## src/rtl/vps_pkg.sv

```systemverilog
// vps_pkg: shared types, codes and defaults of the vibration pattern sequencer
// used by vps_ctrl, vps_dp, the top level and the checker; no dependencies

package vps_pkg;

  localparam int NUM_CHANNELS_DEF = 4;
  localparam int OP_DEPTH_DEF     = 64;

  localparam int REQ_W     = 2;
  localparam int ELAPSED_W = 10;
  localparam int CHAN_W    = 2;
  localparam int IDX_W     = 6;
  localparam int KIND_W    = 2;
  localparam int VAL_W     = 16;
  localparam int OP_W      = KIND_W + VAL_W;
  localparam int CMD_W     = 2;

  localparam logic [REQ_W-1:0] REQ_TICK  = 2'd0;
  localparam logic [REQ_W-1:0] REQ_WRITE = 2'd1;
  localparam logic [REQ_W-1:0] REQ_START = 2'd2;

  localparam logic [KIND_W-1:0] OP_RUMBLE = 2'd0;
  localparam logic [KIND_W-1:0] OP_WAIT   = 2'd1;
  localparam logic [KIND_W-1:0] OP_END    = 2'd2;
  localparam logic [KIND_W-1:0] OP_NOP    = 2'd3;

  localparam logic [CMD_W-1:0] CMD_NONE  = 2'd0;
  localparam logic [CMD_W-1:0] CMD_START = 2'd1;
  localparam logic [CMD_W-1:0] CMD_STOP  = 2'd2;

  typedef enum logic [1:0] {
    ST_IDLE,
    ST_READ,
    ST_EXEC
  } state_t;

  typedef struct packed {
    logic tick;
    logic wr_op;
    logic start;
    logic rd;
    logic exec;
    logic last;
  } ctl_cmd_t;

  typedef struct packed {
    logic enable;
    logic out_free;
  } dp_status_t;

endpackage

```

## src/rtl/vibration_pattern_sequencer_top.sv

```systemverilog
// vibration_pattern_sequencer_top: four-channel vibration pattern player
// depends on vps_pkg, vps_ctrl and vps_dp
//
//   channel  signals                       direction  word
//   in       in_valid / in_stall           input      one request
//   out      out_valid / out_stall         output     one channel command
//   cfg      cfg_write / cfg_data          input      sequencer_enable
//
// a write or start request, or a tick while disabled, leaves the input free for the next request
// an enabled tick visits the channels in turn, each with an op memory read and then an
// execute; the execute waits while the output register is stalled
// input is taken again as soon as the last word of a tick is in the output register
// rst is synchronous and clears the enable and channel state; op memory is not cleared

module vibration_pattern_sequencer_top #(
  parameter int NUM_CHANNELS = vps_pkg::NUM_CHANNELS_DEF,
  parameter int OP_DEPTH     = vps_pkg::OP_DEPTH_DEF
) (
  input  logic                              clk,
  input  logic                              rst,
  input  logic                              cfg_write,
  input  logic                              cfg_data,
  input  logic                              in_valid,
  output logic                              in_stall,
  input  logic [vps_pkg::REQ_W-1:0]         req_type,
  input  logic [vps_pkg::ELAPSED_W-1:0]     elapsed_ms,
  input  logic [vps_pkg::CHAN_W-1:0]        channel,
  input  logic [vps_pkg::IDX_W-1:0]         op_index,
  input  logic [vps_pkg::KIND_W-1:0]        op_kind,
  input  logic [vps_pkg::VAL_W-1:0]         op_value,
  input  logic [vps_pkg::IDX_W-1:0]         start_index,
  output logic                              out_valid,
  input  logic                              out_stall,
  output logic [vps_pkg::CHAN_W-1:0]        out_channel,
  output logic [vps_pkg::CMD_W-1:0]         motor_cmd,
  output logic [vps_pkg::VAL_W-1:0]         duration_ms,
  output logic                              finished,
  output logic                              last
);

  localparam int CW = (NUM_CHANNELS > 1) ? $clog2(NUM_CHANNELS) : 1;

  vps_pkg::ctl_cmd_t   cmd;
  vps_pkg::dp_status_t status;
  logic [CW-1:0]       chan_sel;

  vps_ctrl #(
    .NUM_CHANNELS(NUM_CHANNELS)
  ) u_ctrl (
    .clk      (clk),
    .rst      (rst),
    .in_valid (in_valid),
    .req_type (req_type),
    .in_stall (in_stall),
    .status   (status),
    .cmd      (cmd),
    .chan_sel (chan_sel)
  );

  vps_dp #(
    .NUM_CHANNELS(NUM_CHANNELS),
    .OP_DEPTH    (OP_DEPTH)
  ) u_dp (
    .clk         (clk),
    .rst         (rst),
    .cfg_write   (cfg_write),
    .cfg_data    (cfg_data),
    .elapsed_ms  (elapsed_ms),
    .channel     (channel),
    .op_index    (op_index),
    .op_kind     (op_kind),
    .op_value    (op_value),
    .start_index (start_index),
    .cmd         (cmd),
    .chan_sel    (chan_sel),
    .status      (status),
    .out_valid   (out_valid),
    .out_stall   (out_stall),
    .out_channel (out_channel),
    .motor_cmd   (motor_cmd),
    .duration_ms (duration_ms),
    .finished    (finished),
    .last        (last)
  );

endmodule

```

## src/rtl/vps_ctrl.sv

```systemverilog
// vps_ctrl: request decode and per-channel sequencing state machine
// depends on vps_pkg; drives the command struct of vps_dp

module vps_ctrl #(
  parameter int NUM_CHANNELS = vps_pkg::NUM_CHANNELS_DEF,
  localparam int CW = (NUM_CHANNELS > 1) ? $clog2(NUM_CHANNELS) : 1
) (
  input  logic                           clk,
  input  logic                           rst,
  input  logic                           in_valid,
  input  logic [vps_pkg::REQ_W-1:0]      req_type,
  output logic                           in_stall,
  input  vps_pkg::dp_status_t            status,
  output vps_pkg::ctl_cmd_t              cmd,
  output logic [CW-1:0]                  chan_sel
);

  vps_pkg::state_t state, state_next;
  logic [CW-1:0]   chan, chan_next;

  always_ff @(posedge clk) begin
    if (rst) begin
      state <= vps_pkg::ST_IDLE;
      chan  <= '0;
    end else begin
      state <= state_next;
      chan  <= chan_next;
    end
  end

  always_comb begin
    cmd        = '0;
    state_next = state;
    chan_next  = chan;
    in_stall   = (state != vps_pkg::ST_IDLE);
    case (state)
      vps_pkg::ST_IDLE: begin
        if (in_valid) begin
          case (req_type)
            vps_pkg::REQ_TICK: begin
              if (status.enable) begin
                cmd.tick   = 1'b1;
                chan_next  = '0;
                state_next = vps_pkg::ST_READ;
              end
            end
            vps_pkg::REQ_WRITE: cmd.wr_op = 1'b1;
            vps_pkg::REQ_START: cmd.start = 1'b1;
            default: ;
          endcase
        end
      end
      vps_pkg::ST_READ: begin
        cmd.rd     = 1'b1;
        state_next = vps_pkg::ST_EXEC;
      end
      vps_pkg::ST_EXEC: begin
        if (status.out_free) begin
          cmd.exec = 1'b1;
          cmd.last = (chan == CW'(NUM_CHANNELS - 1));
          if (cmd.last) begin
            state_next = vps_pkg::ST_IDLE;
          end else begin
            chan_next  = chan + 1'b1;
            state_next = vps_pkg::ST_READ;
          end
        end
      end
      default: state_next = vps_pkg::ST_IDLE;
    endcase
  end

  assign chan_sel = chan;

endmodule

```

## src/rtl/vps_dp.sv

```systemverilog
// vps_dp: channel state, op memory, enable register and output word register
// depends on vps_pkg; steered by vps_ctrl through the command struct

module vps_dp #(
  parameter int NUM_CHANNELS = vps_pkg::NUM_CHANNELS_DEF,
  parameter int OP_DEPTH     = vps_pkg::OP_DEPTH_DEF,
  localparam int CW = (NUM_CHANNELS > 1) ? $clog2(NUM_CHANNELS) : 1,
  localparam int AW = $clog2(OP_DEPTH)
) (
  input  logic                              clk,
  input  logic                              rst,
  input  logic                              cfg_write,
  input  logic                              cfg_data,
  input  logic [vps_pkg::ELAPSED_W-1:0]     elapsed_ms,
  input  logic [vps_pkg::CHAN_W-1:0]        channel,
  input  logic [vps_pkg::IDX_W-1:0]         op_index,
  input  logic [vps_pkg::KIND_W-1:0]        op_kind,
  input  logic [vps_pkg::VAL_W-1:0]         op_value,
  input  logic [vps_pkg::IDX_W-1:0]         start_index,
  input  vps_pkg::ctl_cmd_t                 cmd,
  input  logic [CW-1:0]                     chan_sel,
  output vps_pkg::dp_status_t               status,
  output logic                              out_valid,
  input  logic                              out_stall,
  output logic [vps_pkg::CHAN_W-1:0]        out_channel,
  output logic [vps_pkg::CMD_W-1:0]         motor_cmd,
  output logic [vps_pkg::VAL_W-1:0]         duration_ms,
  output logic                              finished,
  output logic                              last
);

  logic                            enable;
  logic [NUM_CHANNELS-1:0]         active;
  logic [NUM_CHANNELS-1:0]         waiting;
  logic [vps_pkg::VAL_W-1:0]       wait_ms [NUM_CHANNELS];
  logic [AW-1:0]                   step    [NUM_CHANNELS];
  logic [vps_pkg::ELAPSED_W-1:0]   elapsed_q;
  logic                            go_q;
  logic [vps_pkg::OP_W-1:0]        op_mem  [OP_DEPTH];
  logic [vps_pkg::OP_W-1:0]        op_q;

  logic [AW-1:0]                   cur_step, adv_step, rd_step, ex_adv, start_step;
  logic [vps_pkg::VAL_W-1:0]       cur_wait;
  logic                            expired, rd_go;
  logic [vps_pkg::IDX_W-1:0]       start_red;
  logic                            wr_ok, start_ok;
  logic [CW-1:0]                   start_sel;
  logic [vps_pkg::KIND_W-1:0]      ex_kind;
  logic [vps_pkg::VAL_W-1:0]       ex_val;
  logic [vps_pkg::CMD_W-1:0]       ex_cmd;
  logic [vps_pkg::VAL_W-1:0]       ex_dur;
  logic                            ex_fin, ex_arm, ex_skip, ex_end;

  // channel read and wait countdown
  always_comb begin
    cur_step = step[chan_sel];
    cur_wait = wait_ms[chan_sel];
    expired  = (cur_wait <= vps_pkg::VAL_W'(elapsed_q));
    adv_step = (cur_step == AW'(OP_DEPTH - 1)) ? '0 : cur_step + 1'b1;
    rd_step  = (waiting[chan_sel] && expired) ? adv_step : cur_step;
    rd_go    = active[chan_sel] && (!waiting[chan_sel] || expired);
    ex_adv   = adv_step;
  end

  // start index wrap and request range checks
  always_comb begin
    start_red = start_index;
    for (int i = 0; i < 8; i++) begin
      if (int'(start_red) >= OP_DEPTH) begin
        start_red = start_red - vps_pkg::IDX_W'(OP_DEPTH);
      end
    end
    start_step = AW'(start_red);
    wr_ok      = (int'(op_index) < OP_DEPTH);
    start_ok   = (int'(channel) < NUM_CHANNELS);
    start_sel  = CW'(channel);
  end

  // step execution
  always_comb begin
    ex_kind = op_q[vps_pkg::OP_W-1:vps_pkg::VAL_W];
    ex_val  = op_q[vps_pkg::VAL_W-1:0];
    ex_cmd  = vps_pkg::CMD_NONE;
    ex_dur  = '0;
    ex_fin  = 1'b0;
    ex_arm  = 1'b0;
    ex_skip = 1'b0;
    ex_end  = 1'b0;
    if (go_q) begin
      case (ex_kind)
        vps_pkg::OP_RUMBLE: begin
          if (ex_val != '0) begin
            ex_cmd = vps_pkg::CMD_START;
            ex_dur = ex_val;
            ex_arm = 1'b1;
          end else begin
            ex_skip = 1'b1;
          end
        end
        vps_pkg::OP_WAIT: begin
          ex_cmd = vps_pkg::CMD_STOP;
          if (ex_val != '0) begin
            ex_arm = 1'b1;
          end else begin
            ex_skip = 1'b1;
          end
        end
        vps_pkg::OP_END: begin
          ex_cmd = vps_pkg::CMD_STOP;
          ex_fin = 1'b1;
          ex_end = 1'b1;
        end
        default: ;
      endcase
    end
  end

  always_ff @(posedge clk) begin
    if (rst) begin
      enable    <= 1'b0;
      active    <= '0;
      waiting   <= '0;
      out_valid <= 1'b0;
      for (int i = 0; i < NUM_CHANNELS; i++) begin
        wait_ms[i] <= '0;
        step[i]    <= '0;
      end
    end else begin
      if (cfg_write) begin
        enable <= cfg_data;
      end
      if (cmd.start && start_ok) begin
        active[start_sel]  <= 1'b1;
        waiting[start_sel] <= 1'b0;
        wait_ms[start_sel] <= '0;
        step[start_sel]    <= start_step;
      end
      if (cmd.rd && active[chan_sel] && waiting[chan_sel]) begin
        if (expired) begin
          wait_ms[chan_sel] <= '0;
          waiting[chan_sel] <= 1'b0;
          step[chan_sel]    <= adv_step;
        end else begin
          wait_ms[chan_sel] <= cur_wait - vps_pkg::VAL_W'(elapsed_q);
        end
      end
      if (cmd.exec) begin
        if (ex_arm) begin
          wait_ms[chan_sel] <= ex_val;
          waiting[chan_sel] <= 1'b1;
        end
        if (ex_skip) begin
          step[chan_sel] <= ex_adv;
        end
        if (ex_end) begin
          active[chan_sel] <= 1'b0;
        end
      end
      if (cmd.exec) begin
        out_valid <= 1'b1;
      end else if (!out_stall) begin
        out_valid <= 1'b0;
      end
    end
  end

  // op memory and payload registers
  always_ff @(posedge clk) begin
    if (cmd.wr_op && wr_ok) begin
      op_mem[AW'(op_index)] <= {op_kind, op_value};
    end
    if (cmd.rd) begin
      op_q <= op_mem[rd_step];
      go_q <= rd_go;
    end
    if (cmd.tick) begin
      elapsed_q <= elapsed_ms;
    end
    if (cmd.exec) begin
      out_channel <= vps_pkg::CHAN_W'(chan_sel);
      motor_cmd   <= ex_cmd;
      duration_ms <= ex_dur;
      finished    <= ex_fin;
      last        <= cmd.last;
    end
  end

  assign status.enable   = enable;
  assign status.out_free = !out_valid || !out_stall;

endmodule

```

## config.mk

```make
export PLATFORM = sky130hd
export DESIGN_NAME = vibration_pattern_sequencer_top
export DESIGN_NICKNAME = d
export VERILOG_FILES = /design/src/rtl/vps_pkg.sv /design/src/rtl/vibration_pattern_sequencer_top.sv /design/src/rtl/vps_ctrl.sv /design/src/rtl/vps_dp.sv
export SDC_FILE = /design/constraint.sdc
export NUM_CORES = 1
export LEC_CHECK = 0
export CORE_UTILIZATION = 55
export CTS_CLUSTER_SIZE = 25
export DETAILED_ROUTE_END_ITERATION = 10
export DONT_BUFFER_PORTS = 1
export GPL_ROUTABILITY_DRIVEN = 0
export PLACE_DENSITY_LB_ADDON = 0.08
export SLEW_MARGIN = 5
export SYNTH_ARGS = -nofsm -noshare
export SYNTH_HDL_FRONTEND = slang
export SYNTH_SLANG_ARGS = --single-unit
export TNS_END_PERCENT = 30
```

## constraint.sdc

```tcl
create_clock -name clk -period 5 [get_ports clk]
set_clock_uncertainty 0.2 [all_clocks]
set_input_delay 0.5 -clock clk [delete_from_list [all_inputs] [get_ports clk]]
set_output_delay 0.5 -clock clk [all_outputs]
set_load 0.005 [all_outputs]
```

==> impl_metrics.toml <==
[sta]
worst-slew-pin-transition_ns = 0.937
worst_hold_slack_ns = 0.108
final_hold_vio_count = 0
final.period_utilization_pct = 100
timing.slew.headroom_pct = 37.4
rsz_0062_raised_after_global_routing = "yes"
max_freq_mhz = 200
worst_slack_ns = -0.00272
final_worst_path_period_need_ns = 5.00
drv_slew = 0
setup_viol = 1
totalNegativeSetupSlack_ns = -0.00272

[worst_setup_path]
critical_path_arrival_ns = 5.27
crit_buf_inv = 6
timing.critical_path.to_type = "flip-flop"
timing.critical_path.slowest_cell_delay_ns = 0.63
start_kind = "flip-flop"
ff2ff_setup_slack_ns = -0.003
critical_path_peak_fanout = 8
worst_path_slowest_cell = "sky130_fd_sc_hd__or4_1"
path_cells = "buf_12 -> mux4_2 -> inv_2 -> ha_4 -> inv_2 -> fa_2 -> nand3_2 -> a21o_1 -> a31o_4 -> and3_4 -> buf_6 -> mux2i_4 -> buf_6 -> buf_16 -> mux2i_4 -> a32oi_1 -> nand4_1 -> o211ai_1 -> or4_1"
critical_path_class = "flip-flop to flip-flop"
critical_path_required_ns = 5.27
critPathTopFamily = "multiplexers"

[flow_run]
maxCapViolCount = 0

[finish]
layout.filler_cells = 6789
multiInputGateArea_mm2 = 0.0126
finish.net_count = 4424
post_route_cells_drive_above_1_share_pct = 14.9
area_taken_by_flip_flops_and_latches_mm2 = 0.0391
flow.area_growth_from_synthesis_pct = 18.4
layout_common_cells = "sky130_fd_sc_hd__edfxtp_1, sky130_fd_sc_hd__nand2_1, sky130_fd_sc_hd__nand3_1, sky130_fd_sc_hd__buf_4, sky130_fd_sc_hd__clkbuf_16"
finalCoreUtilization_pct = 66.1
layout.cells.most_common = "sky130_fd_sc_hd__edfxtp_1"

[global_routing]
first_global_vias = 32800
grt_start_max_net_pins = 65
antenna_found_initial = 10
grt_first_pass_wirelength_um = 220000
grt_util_all_layers_pct = 31.1
global_route.overflow_total = 0

[floorplanning]
core_area_mm2 = 0.0939
chipWidth_um = 311
ioPinCount = 74
dieArea_mm2 = 0.0965
floorplan.rows = 112
start_util_pct = 55.8
die_h_um = 311

[clock_tree]
ctsHtreeMaxLevel = 4
clockBufferDepth = 3
clock_insertion_delay_worst_skew_ns = 0.74
clockRootBuffer = "sky130_fd_sc_hd__clkbuf_16"
cts_made_buffers = 137
path_clk_slew_ns = 0.06
tritoncts = "built"
clock_sinks = 1307

[detailed_routing]
detailedRoute.firstIterationViolations = 4398
routed_wirelength_um = 151000
detail_route.wl_per_cell_um = 26.5
antenna_violating_nets_post_route = 0
vias = 34600
route.detailed.vias_per_inst = 6.05
drt_pass1_iterations = 6
post-route-drc-count = 0

[status]
failing_checks = "negative setup slack"
run_status = "complete, but fails checks"

[logic_synthesis]
post_synthesis_net_count = 4108
mappedNetlistArea_mm2 = 0.0524
synth-seq-area-share_pct = 74.6
ys_seq_elements = 1307
synth_ff_type = "sky130_fd_sc_hd__edfxtp_1"
count_of_flip_flops_with_a_built_in_enable_after_synthesis = 1291
synth-warning-count = 0
synth-async-reset-ratio_pct = 0
synth_cell_types = 67
average_cell_area_after_synthesis_um2 = 13.0
postSynthCellCount = 4039

[power]
power.density_cell_area_mw_per_mm2 = 368
switching_share_pct = 21.8
clkPwrFrac_pct = 41.7
power.internal_mw = 17.9
comb_power_share_pct = 5.3
sequentialPowerShare_pct = 53.0
net-switching-power_mw = 4.97
worst_ir_drop_vdd_mv = 0.290
total_leakage_power_nw = 21.6

[min_path]
hold_path_class = "input port to flip-flop"

[placement]
io_buffers = 0
place_ws_ns = -0.407
dp_hpwl_um = 89100
==> routing by layer <==
layer | share of wire (%) | track usage [%]
met5 | 0.016 | 0
met4 | 3.9 | 12.0
met3 | 8.1 | 5.17
met2 | 47 | 49.4
met1 | 41 | 43.4
==> cells in the mapped netlist (3+ instances only) <==
library cell | instances | share of area, %
sky130_fd_sc_hd__o22ai_1 | 10 | 0.12
sky130_fd_sc_hd__ha_1 | 18 | 0.43
sky130_fd_sc_hd__o21ai_0 | 6 | 0.057
sky130_fd_sc_hd__and3_1 | 5 | 0.060
sky130_fd_sc_hd__or4_1 | 18 | 0.26
sky130_fd_sc_hd__mux2i_1 | 30 | 0.57
sky130_fd_sc_hd__o211ai_1 | 18 | 0.26
sky130_fd_sc_hd__nand2b_1 | 7 | 0.084
sky130_fd_sc_hd__nor4_1 | 5 | 0.060
sky130_fd_sc_hd__buf_2 | 61 | 0.58
sky130_fd_sc_hd__a32oi_1 | 38 | 0.64
sky130_fd_sc_hd__and2_1 | 20 | 0.24
sky130_fd_sc_hd__a21o_1 | 5 | 0.072
sky130_fd_sc_hd__a2111oi_0 | 3 | 0.050
sky130_fd_sc_hd__nand3_1 | 638 | 6.1
sky130_fd_sc_hd__a21boi_0 | 3 | 0.043
sky130_fd_sc_hd__or2_2 | 4 | 0.048
sky130_fd_sc_hd__mux4_2 | 23 | 0.99
sky130_fd_sc_hd__xnor2_1 | 6 | 0.10
sky130_fd_sc_hd__clkbuf_1 | 141 | 1.0
sky130_fd_sc_hd__a31oi_1 | 45 | 0.54
sky130_fd_sc_hd__nand2_1 | 1144 | 8.2
sky130_fd_sc_hd__a221oi_1 | 3 | 0.050
sky130_fd_sc_hd__xor2_1 | 7 | 0.12
sky130_fd_sc_hd__nor3_1 | 3 | 0.029
sky130_fd_sc_hd__a22oi_1 | 14 | 0.20
sky130_fd_sc_hd__nor2_1 | 165 | 1.2
sky130_fd_sc_hd__nand4_1 | 95 | 1.1
sky130_fd_sc_hd__nor2b_1 | 9 | 0.11
sky130_fd_sc_hd__o21a_1 | 3 | 0.043
sky130_fd_sc_hd__inv_1 | 47 | 0.34
sky130_fd_sc_hd__buf_4 | 14 | 0.20
sky130_fd_sc_hd__a211oi_1 | 3 | 0.043
sky130_fd_sc_hd__edfxtp_1 | 1291 | 74
sky130_fd_sc_hd__buf_1 | 19 | 0.14
sky130_fd_sc_hd__dfxtp_1 | 16 | 0.61
sky130_fd_sc_hd__nand3b_1 | 9 | 0.13
sky130_fd_sc_hd__a21oi_1 | 57 | 0.54
==> path summary, 6_finish.rpt <==
| kind | from | endpoint | cells past startpoint |
|---|---|---|---|
| setup reg to reg | flip-flop | u_dp.op_q[10] | 19 |
| hold reg to reg | u_dp.active[3] | u_dp.active[3] | 2 |
| setup / recovery | flip-flop | u_dp.op_q[10] | 19 |
| hold / removal | req_type[1] | u_dp.active[1] | 5 |
==> metrics by stage <==
step	cells	cell area [um2]	total power, mW
floorplan	4039	52400	12.8
global placement	5366	56200	13.2
detailed placement	5366	56200	13.2
CTS	5680	61600	22.9
global route	5709	62100	23.4
finish	5712	62100	22.8
==> kinds of logic (layout without fill, tap and decap cells) <==
kind of cell,count (synthesis),count (layout),share of synthesized area (%)
AOI/OAI and AO/OA,225,225,2.97
xor gates and xnor gates,13,13,0.217
adders and majority gates,19,19,0.468
buffers and inverters,285,699,2.32
DFF,1307,1307,74.6
muxes,56,57,1.63
other,0,4,0
and+or+nand+nor,2134,2134,17.8
==> what timing repair did <==
| item | CTS | global route |
|---|---|---|
| cloned | 6 | 3 |
| pin swaps | 17 | 18 |
| endpoints found under the hold margin | 1231 | 0 |
| hold buffers | 62 | 0 |
| setup buffers | 9 | 28 |
| gates resized for setup | 19 | 41 |
| setup endpoints to repair | 17 | 18 |
==> worst register-to-register path: cells and delay by family, from the launching register on <==
family	cells	cell delay, ns
multiplexers	3	1.08
AND/OR/NAND/NOR	4	1.05
AO/OA/AOI/OAI	4	0.77
buffers and inverters	6	0.79
adder cells (fa/ha/maj)	2	0.49
flip-flops	1	0.35
==> layout make-up <==
class | count | area share, %
diodes | 4 | 0.0161
clock buffers | 187 | 5.91
clock inverters | 51 | 0.730
inverters | 48 | 0.290
multi-input cells | 2448 | 20.2
flip-flops and latches | 1307 | 63.0
well taps | 1254 | 2.53
repair buffers | 413 | 7.31
==> power by group through the flow <==
| stage | combinational [mW] | clock [mW] | sequential (mW) |
|---|---|---|---|
| 6_report | 1.20 | 9.53 | 12.1 |
| 2_1_floorplan | 0.476 | 0 | 12.3 |
| 3_5_place_dp | 0.863 | 0 | 12.3 |
| 5_1_grt | 1.27 | 10.0 | 12.1 |
| 4_1_cts | 1.16 | 9.60 | 12.1 |
| 3_3_place_gp | 0.859 | 0 | 12.3 |
==> sequential cells by signal (all words and copies together), names as in the netlist, 2 cells and up, named ones only <==
register / flops
u_ctrl.chan_sel: 2
u_ctrl.state: 2
u_dp.active: 4
u_dp.duration_ms: 16
u_dp.elapsed_q: 10
u_dp.motor_cmd: 2
u_dp.op_mem: 1152
u_dp.op_q: 18
u_dp.out_channel: 2
u_dp.step: 24
u_dp.wait_ms: 64
u_dp.waiting: 4
Power figures use the tool's default switching activity.
